## src/rtl/ist_pkg.sv

```systemverilog
// ----------------------------------------------------------------------------
// ist_pkg: shared constants for the interval set table
// Sizes of the interval table and the operation codes of the input stream.
// ----------------------------------------------------------------------------
package ist_pkg;

  localparam int MAX_INTERVALS = 16;
  localparam int VALUE_BITS    = 16;

  // Address of one table entry, and a count that can hold MAX_INTERVALS.
  localparam int AW = (MAX_INTERVALS > 1) ? $clog2(MAX_INTERVALS) : 1;
  localparam int CW = $clog2(MAX_INTERVALS + 1);

  // Widths of the stream fields.
  localparam int KIND_BITS   = 2;
  localparam int INVAL_BITS  = 16;
  localparam int COUNT_BITS  = 5;
  localparam int OUT_BITS    = 8;

  // Operation codes. The spare code behaves as a query.
  localparam logic [KIND_BITS-1:0] KIND_INSERT = 2'd0;
  localparam logic [KIND_BITS-1:0] KIND_REMOVE = 2'd1;
  localparam logic [KIND_BITS-1:0] KIND_QUERY  = 2'd2;
  localparam logic [KIND_BITS-1:0] KIND_SPARE  = 2'd3;

endpackage

```

## src/rtl/interval_set_table_unit.sv

```systemverilog
// ----------------------------------------------------------------------------
// interval_set_table_unit: sorted disjoint interval set
// Keeps a set of integers as sorted, disjoint, non-adjacent closed intervals
// in one synchronous memory, and inserts, removes or looks up one value per
// transaction.
// ----------------------------------------------------------------------------
//
//  Channel   Direction  tdata                    tuser
//  s_axis    in         [15:0] value             [1:0] kind
//  m_axis    out        [0] was_member,          none
//                       [1] changed, [2] table_full,
//                       [7:3] interval_count
//
// A transaction is accepted, then scans the table with a read and a wait per
// entry (every entry below the value and the first one not below it),
// decides the edit, moves entries with a read and a write per entry when an
// interval is opened or closed, writes back the final entry and the count,
// and reports the result; the next one is accepted only in the idle state.
// The interval memory has a single registered read port. Reset clears the
// state, the entry count and the output valid; the memory needs no clearing
// pass. A result waiting on m_axis holds the block in its final state.
// ----------------------------------------------------------------------------
module interval_set_table_unit
  import ist_pkg::*;
(
  input  logic                  clk_i,
  input  logic                  rst_ni,
  input  logic                  s_axis_tvalid_i,
  output logic                  s_axis_tready_o,
  input  logic [INVAL_BITS-1:0] s_axis_tdata_i,   // [15:0] value
  input  logic [KIND_BITS-1:0]  s_axis_tuser_i,   // [1:0] kind
  output logic                  m_axis_tvalid_o,
  input  logic                  m_axis_tready_i,
  output logic [OUT_BITS-1:0]   m_axis_tdata_o    // was_member, changed,
                                                  // table_full, interval_count
);

  localparam logic [2:0] ST_IDLE    = 3'd0;
  localparam logic [2:0] ST_SCAN_RD = 3'd1;
  localparam logic [2:0] ST_SCAN_WT = 3'd2;
  localparam logic [2:0] ST_DECIDE  = 3'd3;
  localparam logic [2:0] ST_SH_RD   = 3'd4;
  localparam logic [2:0] ST_SH_WR   = 3'd5;
  localparam logic [2:0] ST_FIN     = 3'd6;
  localparam logic [2:0] ST_DONE    = 3'd7;

  localparam int EW = 2 * VALUE_BITS;

  logic [2:0]            state_q, state_d;
  logic [KIND_BITS-1:0]  kind_q, kind_d;
  logic [VALUE_BITS-1:0] val_q, val_d;
  logic [CW-1:0]         idx_q, idx_d;
  logic [CW-1:0]         at_q, at_d;
  logic [CW-1:0]         used_q, used_d;
  logic                  found_q, found_d;
  logic                  open_q, open_d;
  logic [VALUE_BITS-1:0] cur_low_q, cur_low_d, cur_high_q, cur_high_d;
  logic [VALUE_BITS-1:0] prev_low_q, prev_low_d, prev_high_q, prev_high_d;
  logic                  fin_en_q, fin_en_d;
  logic [AW-1:0]         fin_addr_q, fin_addr_d;
  logic [EW-1:0]         fin_data_q, fin_data_d;
  logic                  inc_q, inc_d, dec_q, dec_d;
  logic                  member_q, member_d, changed_q, changed_d, full_q, full_d;
  logic                  out_valid_q, out_valid_d;
  logic [OUT_BITS-1:0]   out_data_q, out_data_d;

  // Memory ports.
  logic [EW-1:0]         mem_q [MAX_INTERVALS];
  logic [EW-1:0]         rd_q;
  logic                  re, we;
  logic [AW-1:0]         ra, wa;
  logic [EW-1:0]         wd;

  logic [VALUE_BITS-1:0] rd_low, rd_high;
  logic                  member, join_prev, join_next, is_full;
  logic [VALUE_BITS-1:0] v_inc, v_dec;

  assign rd_low  = rd_q[VALUE_BITS-1:0];
  assign rd_high = rd_q[EW-1:VALUE_BITS];
  assign v_inc   = val_q + 1'b1;
  assign v_dec   = val_q - 1'b1;

  // Decision terms, valid in the decide state.
  assign member    = found_q && (cur_low_q <= val_q);
  assign join_prev = (idx_q != '0) &&
                     (({1'b0, prev_high_q} + 1'b1) == {1'b0, val_q});
  assign join_next = found_q && (({1'b0, val_q} + 1'b1) == {1'b0, cur_low_q});
  assign is_full   = (used_q >= CW'(MAX_INTERVALS));

  assign s_axis_tready_o = (state_q == ST_IDLE);
  assign m_axis_tvalid_o = out_valid_q;
  assign m_axis_tdata_o  = out_data_q;

  // Sequencer: scan, decide, move entries, write back, report.
  always_comb begin
    state_d     = state_q;
    kind_d      = kind_q;
    val_d       = val_q;
    idx_d       = idx_q;
    at_d        = at_q;
    used_d      = used_q;
    found_d     = found_q;
    open_d      = open_q;
    cur_low_d   = cur_low_q;
    cur_high_d  = cur_high_q;
    prev_low_d  = prev_low_q;
    prev_high_d = prev_high_q;
    fin_en_d    = fin_en_q;
    fin_addr_d  = fin_addr_q;
    fin_data_d  = fin_data_q;
    inc_d       = inc_q;
    dec_d       = dec_q;
    member_d    = member_q;
    changed_d   = changed_q;
    full_d      = full_q;
    out_data_d  = out_data_q;
    out_valid_d = out_valid_q && !m_axis_tready_i;
    re          = 1'b0;
    we          = 1'b0;
    ra          = AW'(idx_q);
    wa          = AW'(idx_q);
    wd          = rd_q;

    case (state_q)
      ST_IDLE: begin
        if (s_axis_tvalid_i) begin
          kind_d  = s_axis_tuser_i;
          val_d   = VALUE_BITS'(s_axis_tdata_i);
          idx_d   = '0;
          found_d = 1'b0;
          state_d = ST_SCAN_RD;
        end
      end

      // Look for the first entry whose top end is not below the value.
      ST_SCAN_RD: begin
        if (idx_q == used_q) begin
          found_d = 1'b0;
          state_d = ST_DECIDE;
        end else begin
          re      = 1'b1;
          ra      = AW'(idx_q);
          state_d = ST_SCAN_WT;
        end
      end

      ST_SCAN_WT: begin
        if (rd_high >= val_q) begin
          found_d    = 1'b1;
          cur_low_d  = rd_low;
          cur_high_d = rd_high;
          state_d    = ST_DECIDE;
        end else begin
          prev_low_d  = rd_low;
          prev_high_d = rd_high;
          idx_d       = idx_q + 1'b1;
          state_d     = ST_SCAN_RD;
        end
      end

      // Pick the edit; entry idx_q is the first one not below the value.
      ST_DECIDE: begin
        member_d  = member;
        changed_d = 1'b0;
        full_d    = 1'b0;
        fin_en_d  = 1'b0;
        inc_d     = 1'b0;
        dec_d     = 1'b0;
        state_d   = ST_FIN;
        if (kind_q == KIND_INSERT && !member) begin
          if (join_prev && join_next) begin
            we        = 1'b1;
            wa        = AW'(idx_q - 1'b1);
            wd        = {cur_high_q, prev_low_q};
            open_d    = 1'b0;
            dec_d     = 1'b1;
            changed_d = 1'b1;
            state_d   = ST_SH_RD;
          end else if (join_prev) begin
            we        = 1'b1;
            wa        = AW'(idx_q - 1'b1);
            wd        = {val_q, prev_low_q};
            changed_d = 1'b1;
          end else if (join_next) begin
            we        = 1'b1;
            wa        = AW'(idx_q);
            wd        = {cur_high_q, val_q};
            changed_d = 1'b1;
          end else if (is_full) begin
            full_d = 1'b1;
          end else begin
            open_d     = 1'b1;
            at_d       = idx_q;
            idx_d      = used_q;
            fin_en_d   = 1'b1;
            fin_addr_d = AW'(idx_q);
            fin_data_d = {val_q, val_q};
            inc_d      = 1'b1;
            changed_d  = 1'b1;
            state_d    = ST_SH_RD;
          end
        end else if (kind_q == KIND_REMOVE && member) begin
          if (cur_low_q == cur_high_q) begin
            open_d    = 1'b0;
            dec_d     = 1'b1;
            changed_d = 1'b1;
            state_d   = ST_SH_RD;
          end else if (val_q == cur_low_q) begin
            we        = 1'b1;
            wa        = AW'(idx_q);
            wd        = {cur_high_q, v_inc};
            changed_d = 1'b1;
          end else if (val_q == cur_high_q) begin
            we        = 1'b1;
            wa        = AW'(idx_q);
            wd        = {v_dec, cur_low_q};
            changed_d = 1'b1;
          end else if (is_full) begin
            full_d = 1'b1;
          end else begin
            // Split: the lower part stays, the upper part moves in above it.
            we         = 1'b1;
            wa         = AW'(idx_q);
            wd         = {v_dec, cur_low_q};
            open_d     = 1'b1;
            at_d       = idx_q + 1'b1;
            idx_d      = used_q;
            fin_en_d   = 1'b1;
            fin_addr_d = AW'(idx_q + 1'b1);
            fin_data_d = {cur_high_q, v_inc};
            inc_d      = 1'b1;
            changed_d  = 1'b1;
            state_d    = ST_SH_RD;
          end
        end
      end

      // Move one entry up (open a gap) or down (close a gap), read here, written in the write state.
      ST_SH_RD: begin
        if (open_q) begin
          if (idx_q > at_q) begin
            re      = 1'b1;
            ra      = AW'(idx_q - 1'b1);
            state_d = ST_SH_WR;
          end else begin
            state_d = ST_FIN;
          end
        end else begin
          if ((idx_q + 1'b1) < used_q) begin
            re      = 1'b1;
            ra      = AW'(idx_q + 1'b1);
            state_d = ST_SH_WR;
          end else begin
            state_d = ST_FIN;
          end
        end
      end

      ST_SH_WR: begin
        we      = 1'b1;
        wa      = AW'(idx_q);
        wd      = rd_q;
        idx_d   = open_q ? (idx_q - 1'b1) : (idx_q + 1'b1);
        state_d = ST_SH_RD;
      end

      // Final entry write and count update.
      ST_FIN: begin
        if (fin_en_q) begin
          we = 1'b1;
          wa = fin_addr_q;
          wd = fin_data_q;
        end
        if (inc_q) begin
          used_d = used_q + 1'b1;
        end else if (dec_q) begin
          used_d = used_q - 1'b1;
        end
        state_d = ST_DONE;
      end

      ST_DONE: begin
        if (!out_valid_q || m_axis_tready_i) begin
          out_data_d  = {COUNT_BITS'(used_q), full_q, changed_q, member_q};
          out_valid_d = 1'b1;
          state_d     = ST_IDLE;
        end
      end

      default: begin
        state_d = ST_IDLE;
      end
    endcase
  end

  // Control registers.
  always_ff @(posedge clk_i or negedge rst_ni) begin
    if (!rst_ni) begin
      state_q     <= ST_IDLE;
      used_q      <= '0;
      out_valid_q <= 1'b0;
    end else begin
      state_q     <= state_d;
      used_q      <= used_d;
      out_valid_q <= out_valid_d;
    end
  end

  // Payload and working registers.
  always_ff @(posedge clk_i) begin
    kind_q      <= kind_d;
    val_q       <= val_d;
    idx_q       <= idx_d;
    at_q        <= at_d;
    found_q     <= found_d;
    open_q      <= open_d;
    cur_low_q   <= cur_low_d;
    cur_high_q  <= cur_high_d;
    prev_low_q  <= prev_low_d;
    prev_high_q <= prev_high_d;
    fin_en_q    <= fin_en_d;
    fin_addr_q  <= fin_addr_d;
    fin_data_q  <= fin_data_d;
    inc_q       <= inc_d;
    dec_q       <= dec_d;
    member_q    <= member_d;
    changed_q   <= changed_d;
    full_q      <= full_d;
    out_data_q  <= out_data_d;
  end

  // Interval memory: entry holds {high, low}, registered read.
  always_ff @(posedge clk_i) begin
    if (we) begin
      mem_q[wa] <= wd;
    end
    if (re) begin
      rd_q <= mem_q[ra];
    end
  end

endmodule

```

## config.mk

```make
export PLATFORM = sky130hd
export DESIGN_NAME = interval_set_table_unit
export DESIGN_NICKNAME = d
export VERILOG_FILES = /design/src/rtl/ist_pkg.sv /design/src/rtl/interval_set_table_unit.sv
export SDC_FILE = /design/constraint.sdc
export NUM_CORES = 1
export LEC_CHECK = 0
export BUFFER_PORTS_ARGS = -buffer_cell sky130_fd_sc_hd__clkbuf_2
export CAP_MARGIN = 0
export CORE_AREA = 2 2 246 248
export CTS_CLUSTER_DIAMETER = 60
export CTS_CLUSTER_SIZE = 14
export DETAILED_ROUTE_END_ITERATION = 8
export DIE_AREA = 0 0 248 250
export HOLD_SLACK_MARGIN = 0.05
export PLACE_DENSITY = 0.81
export SETUP_SLACK_MARGIN = 0.1
export SYNTH_ARGS = -nofsm -noshare
export SYNTH_HDL_FRONTEND = slang
export SYNTH_SLANG_ARGS = --single-unit
```

## constraint.sdc

```tcl
create_clock -name clk_i -period 7.9 [get_ports clk_i]
set_input_delay 1.58 -clock clk_i [delete_from_list [all_inputs] [get_ports clk_i]]
set_output_delay 1.58 -clock clk_i [all_outputs]
set_load 0.02 [all_outputs]
```

==> impl_metrics.env, run 1 <==
export IMPL_status="finished clean"
export IMPL_leakagePower_nw=12.0
export IMPL_setup_slack_ps=1520
export IMPL_antenna_found_initial=0
export IMPL_path_class="flop to flop"
export IMPL_drive_gt1_share_pct=9.60
export IMPL_relSlewSlack_pct=9.52
export IMPL_synth_edff_count=683
export IMPL_start_util_pct=54.5
export IMPL_final_cell_mix="edfxtp_1 (683), nand2_1 (422), nand3_1 (95)"
export IMPL_cp_slowest_stage_delay_ps=970
export IMPL_multi_input_area_um2=11000
export IMPL_path_max_fanout=21
export IMPL_first_pass_iters=9
export IMPL_switchingPower_mw=6.41
export IMPL_worstMarginPinSlew_ps=1350
export IMPL_die_w_um=248
export IMPL_postSynthAreaPerCell_um2=12.5
export IMPL_num_io_pins=32
export IMPL_period_needed_ps=6380
export IMPL_cts_tree="done"
export IMPL_cp_required_ps=8160
export IMPL_endpoint_kind="flop"
export IMPL_m1WireLength_um=37100
export IMPL_syn_area_um2=32400
export IMPL_critical_path_slowest_cell="nor2_1"
export IMPL_drt_total_wl_um=95800
export IMPL_grt_pass1_vias=21800
export IMPL_grt_pass1_wl_um=142000
export IMPL_cts_hold_buffers=0
export IMPL_grt_setup_unrepaired="false"
export IMPL_power_density_nw_per_um2=435
export IMPL_area_delta_synth_final_pct=8.97
export IMPL_final_util_pct=59.3
export IMPL_cp_cell_sequence="clkinv_1 > ha_1 > and4_1 > and4_1 > nand2_1 > o31a_1 > nor2_1 > nand2_1 > nor2_1 > a222oi_1 > o21ai_1"
export IMPL_gr_usage_all_layers_pct=30.8
export IMPL_core_um2=59600
export IMPL_p_int_mw=8.98
export IMPL_dieArea_um2=62000
export IMPL_synth_fp_nets=2663
export IMPL_synth_seq_area_share_pct=63.9
export IMPL_startpoint_type="flop"
export IMPL_gr_total_overflow=0
export IMPL_clock_sinks=692
export IMPL_pwr_share_clk_pct=17.9
export IMPL_htree_num_levels=2
export IMPL_cp_arrival_ps=6640
export IMPL_dp_hpwl_um=62400
export IMPL_yosysUniqueCellTypes=97
export IMPL_fp_dieH_um=250
export IMPL_antenna_cells=0
export IMPL_num_rows=90
export IMPL_final_hold_viol_count=0
export IMPL_wl_met2_um=44300
export IMPL_post_cts_setup_buffers=0
export IMPL_pwr_share_seq_pct=38.4
export IMPL_synthArstFlopShare_pct=1.30
export IMPL_clock_skew_ps=49.3
export IMPL_syn_inst=2590
export IMPL_cts_inserted_buffers=61
export IMPL_grt_max_degree=193
export IMPL_ys_flop_type="edfxtp_1"
export IMPL_portBuffers=31
export IMPL_finalSetupViolCount=0
export IMPL_vias=22700
export IMPL_ys_ff_latch=692
export IMPL_cts_buffer_depth=3
export IMPL_maxCapViolCount=0
export IMPL_p_total_mw=15.4
export IMPL_max_freq_ghz=0.157
export IMPL_finalCritPeriodShare_pct=80.7
export IMPL_viasPerCell=6.73
export IMPL_cts_resized=0
export IMPL_setup_tns_ps=0
export IMPL_top_layer="met4"
export IMPL_layout_commonest_cell="edfxtp_1"
export IMPL_power_frac_comb_pct=43.7
export IMPL_dpl_worst_slack_ps=1700
export IMPL_initialDrtViolationCount=3308
export IMPL_antenna_left=0
export IMPL_wl_per_cell_um=28.4
export IMPL_gp_congestion=1.04
export IMPL_nFillCells=4485
export IMPL_drc_errors=0
export IMPL_synth_warnings=0
export IMPL_hp_class="flop to flop"
export IMPL_fin_nets=2652
export IMPL_cts_root_buf="clkbuf_16"
export IMPL_seqCellArea_um2=20700
export IMPL_ir_drop_mv=0.517
export IMPL_swShare_pct=41.7
export IMPL_cts_clk_slew_worst_paths_ps=60
export IMPL_drv_slew=0
export IMPL_clk_latency_ps=660
export IMPL_dr_wl_met3_um=9880
synth_stat cells, drive strengths merged, types with 6 or more instances:
cell     count  area share (%)
edfxtp     683              63
nand2      422             4.9
clkbuf     125             1.5
o21ai      103             1.6
nand3       96             1.5
nor2        88             1.0
xnor2       84             2.3
mux2i       72             2.2
a21oi       55            0.86
a22oi       55             1.3
and3        52             1.0
ha          50             1.9
inv         49            0.57
buf         48            0.81
a31oi       42            0.81
and2        40            0.77
nor3        39            0.64
xor2        39             1.1
a221oi      36            0.97
a22o        36            0.97
a2111oi     35             1.0
o2111a      33             1.1
nand4       28            0.61
nor4        22            0.53
or3         21            0.42
nand2b      16            0.31
o211a       13            0.40
o22ai       13            0.25
o31ai       13            0.30
a21o        12            0.28
a222oi      11            0.34
and4        11            0.30
nor2b       10            0.19
or2         10            0.19
a211o        9            0.24
a211oi       9            0.21
dfrtp        9            0.69
o211ai       9            0.21
o2111ai      7            0.19
or4          7            0.19
o221ai       6            0.16
o31a         6            0.16
state kept, by name, summed over array words and instances (netlist names), 8 cells and up:
signal          cells
cur_high_q         16
cur_low_q          16
fin_data_q         32
m_axis_tdata_o      8
mem_q             512
prev_high_q        16
prev_low_q         16
rd_q               32
val_q              16
final timing paths:
kind / slack (ps) / endpoint / cells past startpoint / startpoint
max reg2reg: 1520 / mem_q[15][1]$_DFFE_PP_ / 11 / val_q[12]$_DFFE_PP_
min: 440 / m_axis_tdata_o[2]$_DFFE_PP_ / 0 / full_q$_DFFE_PP_
min in group asynchronous: 810 / m_axis_tvalid_o$_DFF_PN0_ / 1 / rst_ni
min reg2reg: 440 / m_axis_tdata_o[2]$_DFFE_PP_ / 0 / full_q$_DFFE_PP_
max: 1520 / mem_q[15][1]$_DFFE_PP_ / 11 / val_q[12]$_DFFE_PP_
max in group asynchronous: 6890 / state_q[0]$_DFFE_PN0P_ / 1 / rst_ni
worst max-delay path: cells and delay by family (launching register included):
family          cells  cell delay (ps)
fa+ha+maj           1              520
flops               1              720
simple gates        6             2900
buf+inv             1              620
compound gates      3             1210
routing by layer:
metal,vias up,GRT usage [%]
met4,0,13.1
li1,9850,-
met1,11100,42.8
met2,1492,47.6
met3,249,5.71
met5,-,0
area by class of cell:
| type | count | area share, % |
|---|---|---|
| Clock inverter | 14 | 0.457 |
| Sequential cell | 692 | 58.7 |
| Inverter | 51 | 0.542 |
| Timing Repair Buffer | 99 | 1.99 |
| Tap cell | 782 | 2.77 |
| Clock buffer | 65 | 4.48 |
| Multi-Input combinational cell | 1674 | 31.1 |
power by group through the flow:
stage	clock (mW)	combinational, mW	sequential, mW
after floorplan	0	4.37	5.69
after global placement	0	6.34	5.93
after detailed placement	0	6.53	5.95
after CTS	2.77	6.59	5.88
after global routing	2.89	7.18	5.94
final	2.76	6.72	5.91
logic make-up (layout without fill, tap and decap cells):
kind of cell / Yosys count / count (layout) / synth area share [%]
DFF: 692 / 692 / 63.9
AOI/OAI and AO/OA: 539 / 539 / 12.4
xor gates and xnor gates: 123 / 123 / 3.32
and+or+nand+nor: 885 / 885 / 13.2
adders and majority gates: 51 / 51 / 1.99
muxes: 76 / 76 / 2.36
buffers and inverters: 224 / 229 / 2.85
stage by stage:
stage / std cells / hold WS, ps / cell area (um2)
after global routing: 3377 / 448 / 35400
after CTS: 3377 / 446 / 35400
final: 3377 / 439 / 35400
after floorplan: 2590 / 400 / 32400
after global placement: 3298 / 439 / 33600
after detailed placement: 3298 / 434 / 33600
Note: power is estimated with default switching activity, not from simulation.
==> run 2: changes to the inputs <==
==> constraint.sdc (replaced) <==
create_clock -name clk_i -period 6.1 [get_ports clk_i]
set_input_delay 1.22 -clock clk_i [delete_from_list [all_inputs] [get_ports clk_i]]
set_output_delay 1.22 -clock clk_i [all_outputs]
set_load 0.02 [all_outputs]
==> run 2 against run 1 <==
Clock power grew 26%. Sequential power grew 29%. Core utilization grew 1.0 points. Largest cell class unchanged. Wire length grew 1.4%. Highest routed layer is now met5. Clock skew shrank 26 ps. Critical endpoint is now mem_q[14][19]$_DFFE_PP_. Worst setup slack got worse by 790 ps.
==> impl_metrics.env, run 2 (synthesis results as in run 1) <==
export IMPL_cp_arrival_ps=5640
export IMPL_worstMarginPinSlew_ps=1240
export IMPL_antenna_found_initial=2
export IMPL_fin_nets=2708
export IMPL_cts_buffer_depth=3
export IMPL_setup_tns_ps=0
export IMPL_cts_clk_slew_worst_paths_ps=60
export IMPL_regToRegStartpoint="val_q[12]$_DFFE_PP_"
export IMPL_maxCapViolCount=0
export IMPL_dp_hpwl_um=60300
export IMPL_fin_area_um2=35900
export IMPL_cts_hold_buffers=0
export IMPL_max_freq_ghz=0.186
export IMPL_leakagePower_nw=12.3
export IMPL_grt_max_degree=58
export IMPL_top_register="mem_q"
export IMPL_cts_resized=0
export IMPL_regToRegEndpoint="mem_q[14][19]$_DFFE_PP_"
export IMPL_worst_r2r_setup_slack_ps=730
export IMPL_p_total_mw=20.2
export IMPL_post_cts_setup_buffers=0
export IMPL_num_io_pins=32
export IMPL_cts_inserted_buffers=59
export IMPL_power_frac_comb_pct=44.9
export IMPL_gp_congestion=1.05
export IMPL_finalSetupViolCount=0
export IMPL_vias=23500
export IMPL_initialDrtViolationCount=2909
export IMPL_fp_dieH_um=250
export IMPL_endpoint_kind="flop"
export IMPL_start_util_pct=54.5
export IMPL_setup_slack_ps=734
export IMPL_status="finished clean"
export IMPL_power_density_nw_per_um2=561
export IMPL_largest_reg_flops=512
export IMPL_ir_drop_mv=0.525
export IMPL_portBuffers=31
export IMPL_dieArea_um2=62000
export IMPL_cts_root_buf="clkbuf_16"
export IMPL_drv_slew=0
export IMPL_drc_errors=0
export IMPL_drt_total_wl_um=97100
export IMPL_clock_skew_ps=22.9
export IMPL_clk_latency_ps=650
export IMPL_top_regs="mem_q (512), fin_data_q (32), rd_q (32)"
export IMPL_pwr_share_clk_pct=17.3
export IMPL_viasPerCell=6.84
export IMPL_path_class="flop to flop"
export IMPL_drive_gt1_share_pct=11.2
export IMPL_period_needed_ps=5370
export IMPL_wl_per_cell_um=28.3
export IMPL_die_w_um=248
export IMPL_switchingPower_mw=8.30
export IMPL_endpoint="mem_q[14][19]$_DFFE_PP_"
export IMPL_area_delta_synth_final_pct=10.8
export IMPL_finalCritPeriodShare_pct=88.0
export IMPL_num_rows=90
export IMPL_hp_class="input pin to asynchronous set/reset pin"
export IMPL_swShare_pct=41.2
export IMPL_final_util_pct=60.3
export IMPL_worst_r2r_cell_count=13
export IMPL_gr_total_overflow=0
export IMPL_final_cell_mix="edfxtp_1 (683), nand2_1 (422), buf_4 (104)"
export IMPL_relSlewSlack_pct=16.7
export IMPL_cts_tree="done"
export IMPL_gr_usage_all_layers_pct=31.1
export IMPL_antenna_left=0
export IMPL_dpl_cell_area_um2=34300
export IMPL_startpoint="val_q[12]$_DFFE_PP_"
export IMPL_first_pass_iters=9
export IMPL_path_max_fanout=26
export IMPL_htree_num_levels=2
export IMPL_pwr_share_seq_pct=37.8
export IMPL_core_um2=59600
export IMPL_grt_pass1_vias=22900
export IMPL_startpoint_type="flop"
export IMPL_clock_sinks=692
export IMPL_layout_commonest_cell="edfxtp_1"
export IMPL_grt_pass1_wl_um=143000
export IMPL_grt_setup_unrepaired="false"
export IMPL_cp_required_ps=6370
export IMPL_final_hold_viol_count=0
export IMPL_p_int_mw=11.9
export IMPL_dpl_worst_slack_ps=900
## run 2: cell types whose count changed in the layout (fill, tap and decap cells not counted), sizes merged
| cell | delta |
|---|---|
| buf | +58 |
| bufinv | +1 |
| clkbuf | -3 |
| clkinv | +6 |
| diode | +3 |
| inv | -6 |
## run 2: final cells by class
| cell class | count | area, um2 |
|---|---|---|
| Antenna cell | 3 | 7.51 |
| Clock buffer | 62 | 1510 |
| Clock inverter | 15 | 166 |
| Fill cell | 4342 | 23600 |
| Inverter | 51 | 191 |
| Multi-Input combinational cell | 1674 | 11000 |
| Sequential cell | 692 | 20700 |
| Tap cell | 782 | 978 |
| Timing Repair Buffer | 157 | 1380 |
## run 2: worst min path at each step
stage	to	slack, ps	depth (start not counted)
2_1_floorplan	m_axis_tdata_o[0]$_DFFE_PP_	400	0
3_3_place_gp	m_axis_tdata_o[1]$_DFFE_PP_	460	0
3_5_place_dp	m_axis_tdata_o[2]$_DFFE_PP_	460	0
4_1_cts	state_q[2]$_DFFE_PN0P_	430	1
5_1_grt	state_q[2]$_DFFE_PN0P_	440	1
6_report	state_q[2]$_DFFE_PN0P_	440	1
## run 2: power groups by stage
stage / combinational, mW / sequential (mW) / clock [mW]
5_1_grt: 9.60 / 7.66 / 3.67
2_1_floorplan: 5.66 / 7.37 / 0
4_1_cts: 8.83 / 7.59 / 3.49
6_report: 9.05 / 7.63 / 3.49
3_3_place_gp: 8.42 / 7.65 / 0
3_5_place_dp: 8.74 / 7.68 / 0
## run 2: stage by stage
stage / cells / hold slack [ps]
3_3_place_gp: 3356 / 461
4_1_cts: 3433 / 435
2_1_floorplan: 2590 / 400
3_5_place_dp: 3356 / 462
5_1_grt: 3433 / 440
6_report: 3436 / 439
## run 2: critical path, stage by stage (launching register included)
cell and delay, ps:
edfxtp_1 840, clkinv_1 220, ha_1 350, and4_1 270
nand3_1 130, a2111oi_0 430, o31a_1 450, and2_2 410
buf_4 350, o21ai_0 170, a32oi_2 370, o21ai_2 250
nor3_2 270, buf_4 440
## run 2: metal layers
| layer | vias to the layer above | part of all wire (%) | global-route usage, % |
|---|---|---|---|
| met3 | 372 | 12 | 6.70 |
| li1 | 9968 | - | - |
| met5 | - | 0.013 | 0 |
| met4 | 2 | 5.6 | 15.5 |
| met1 | 11500 | 36 | 40.7 |
| met2 | 1657 | 47 | 49.1 |
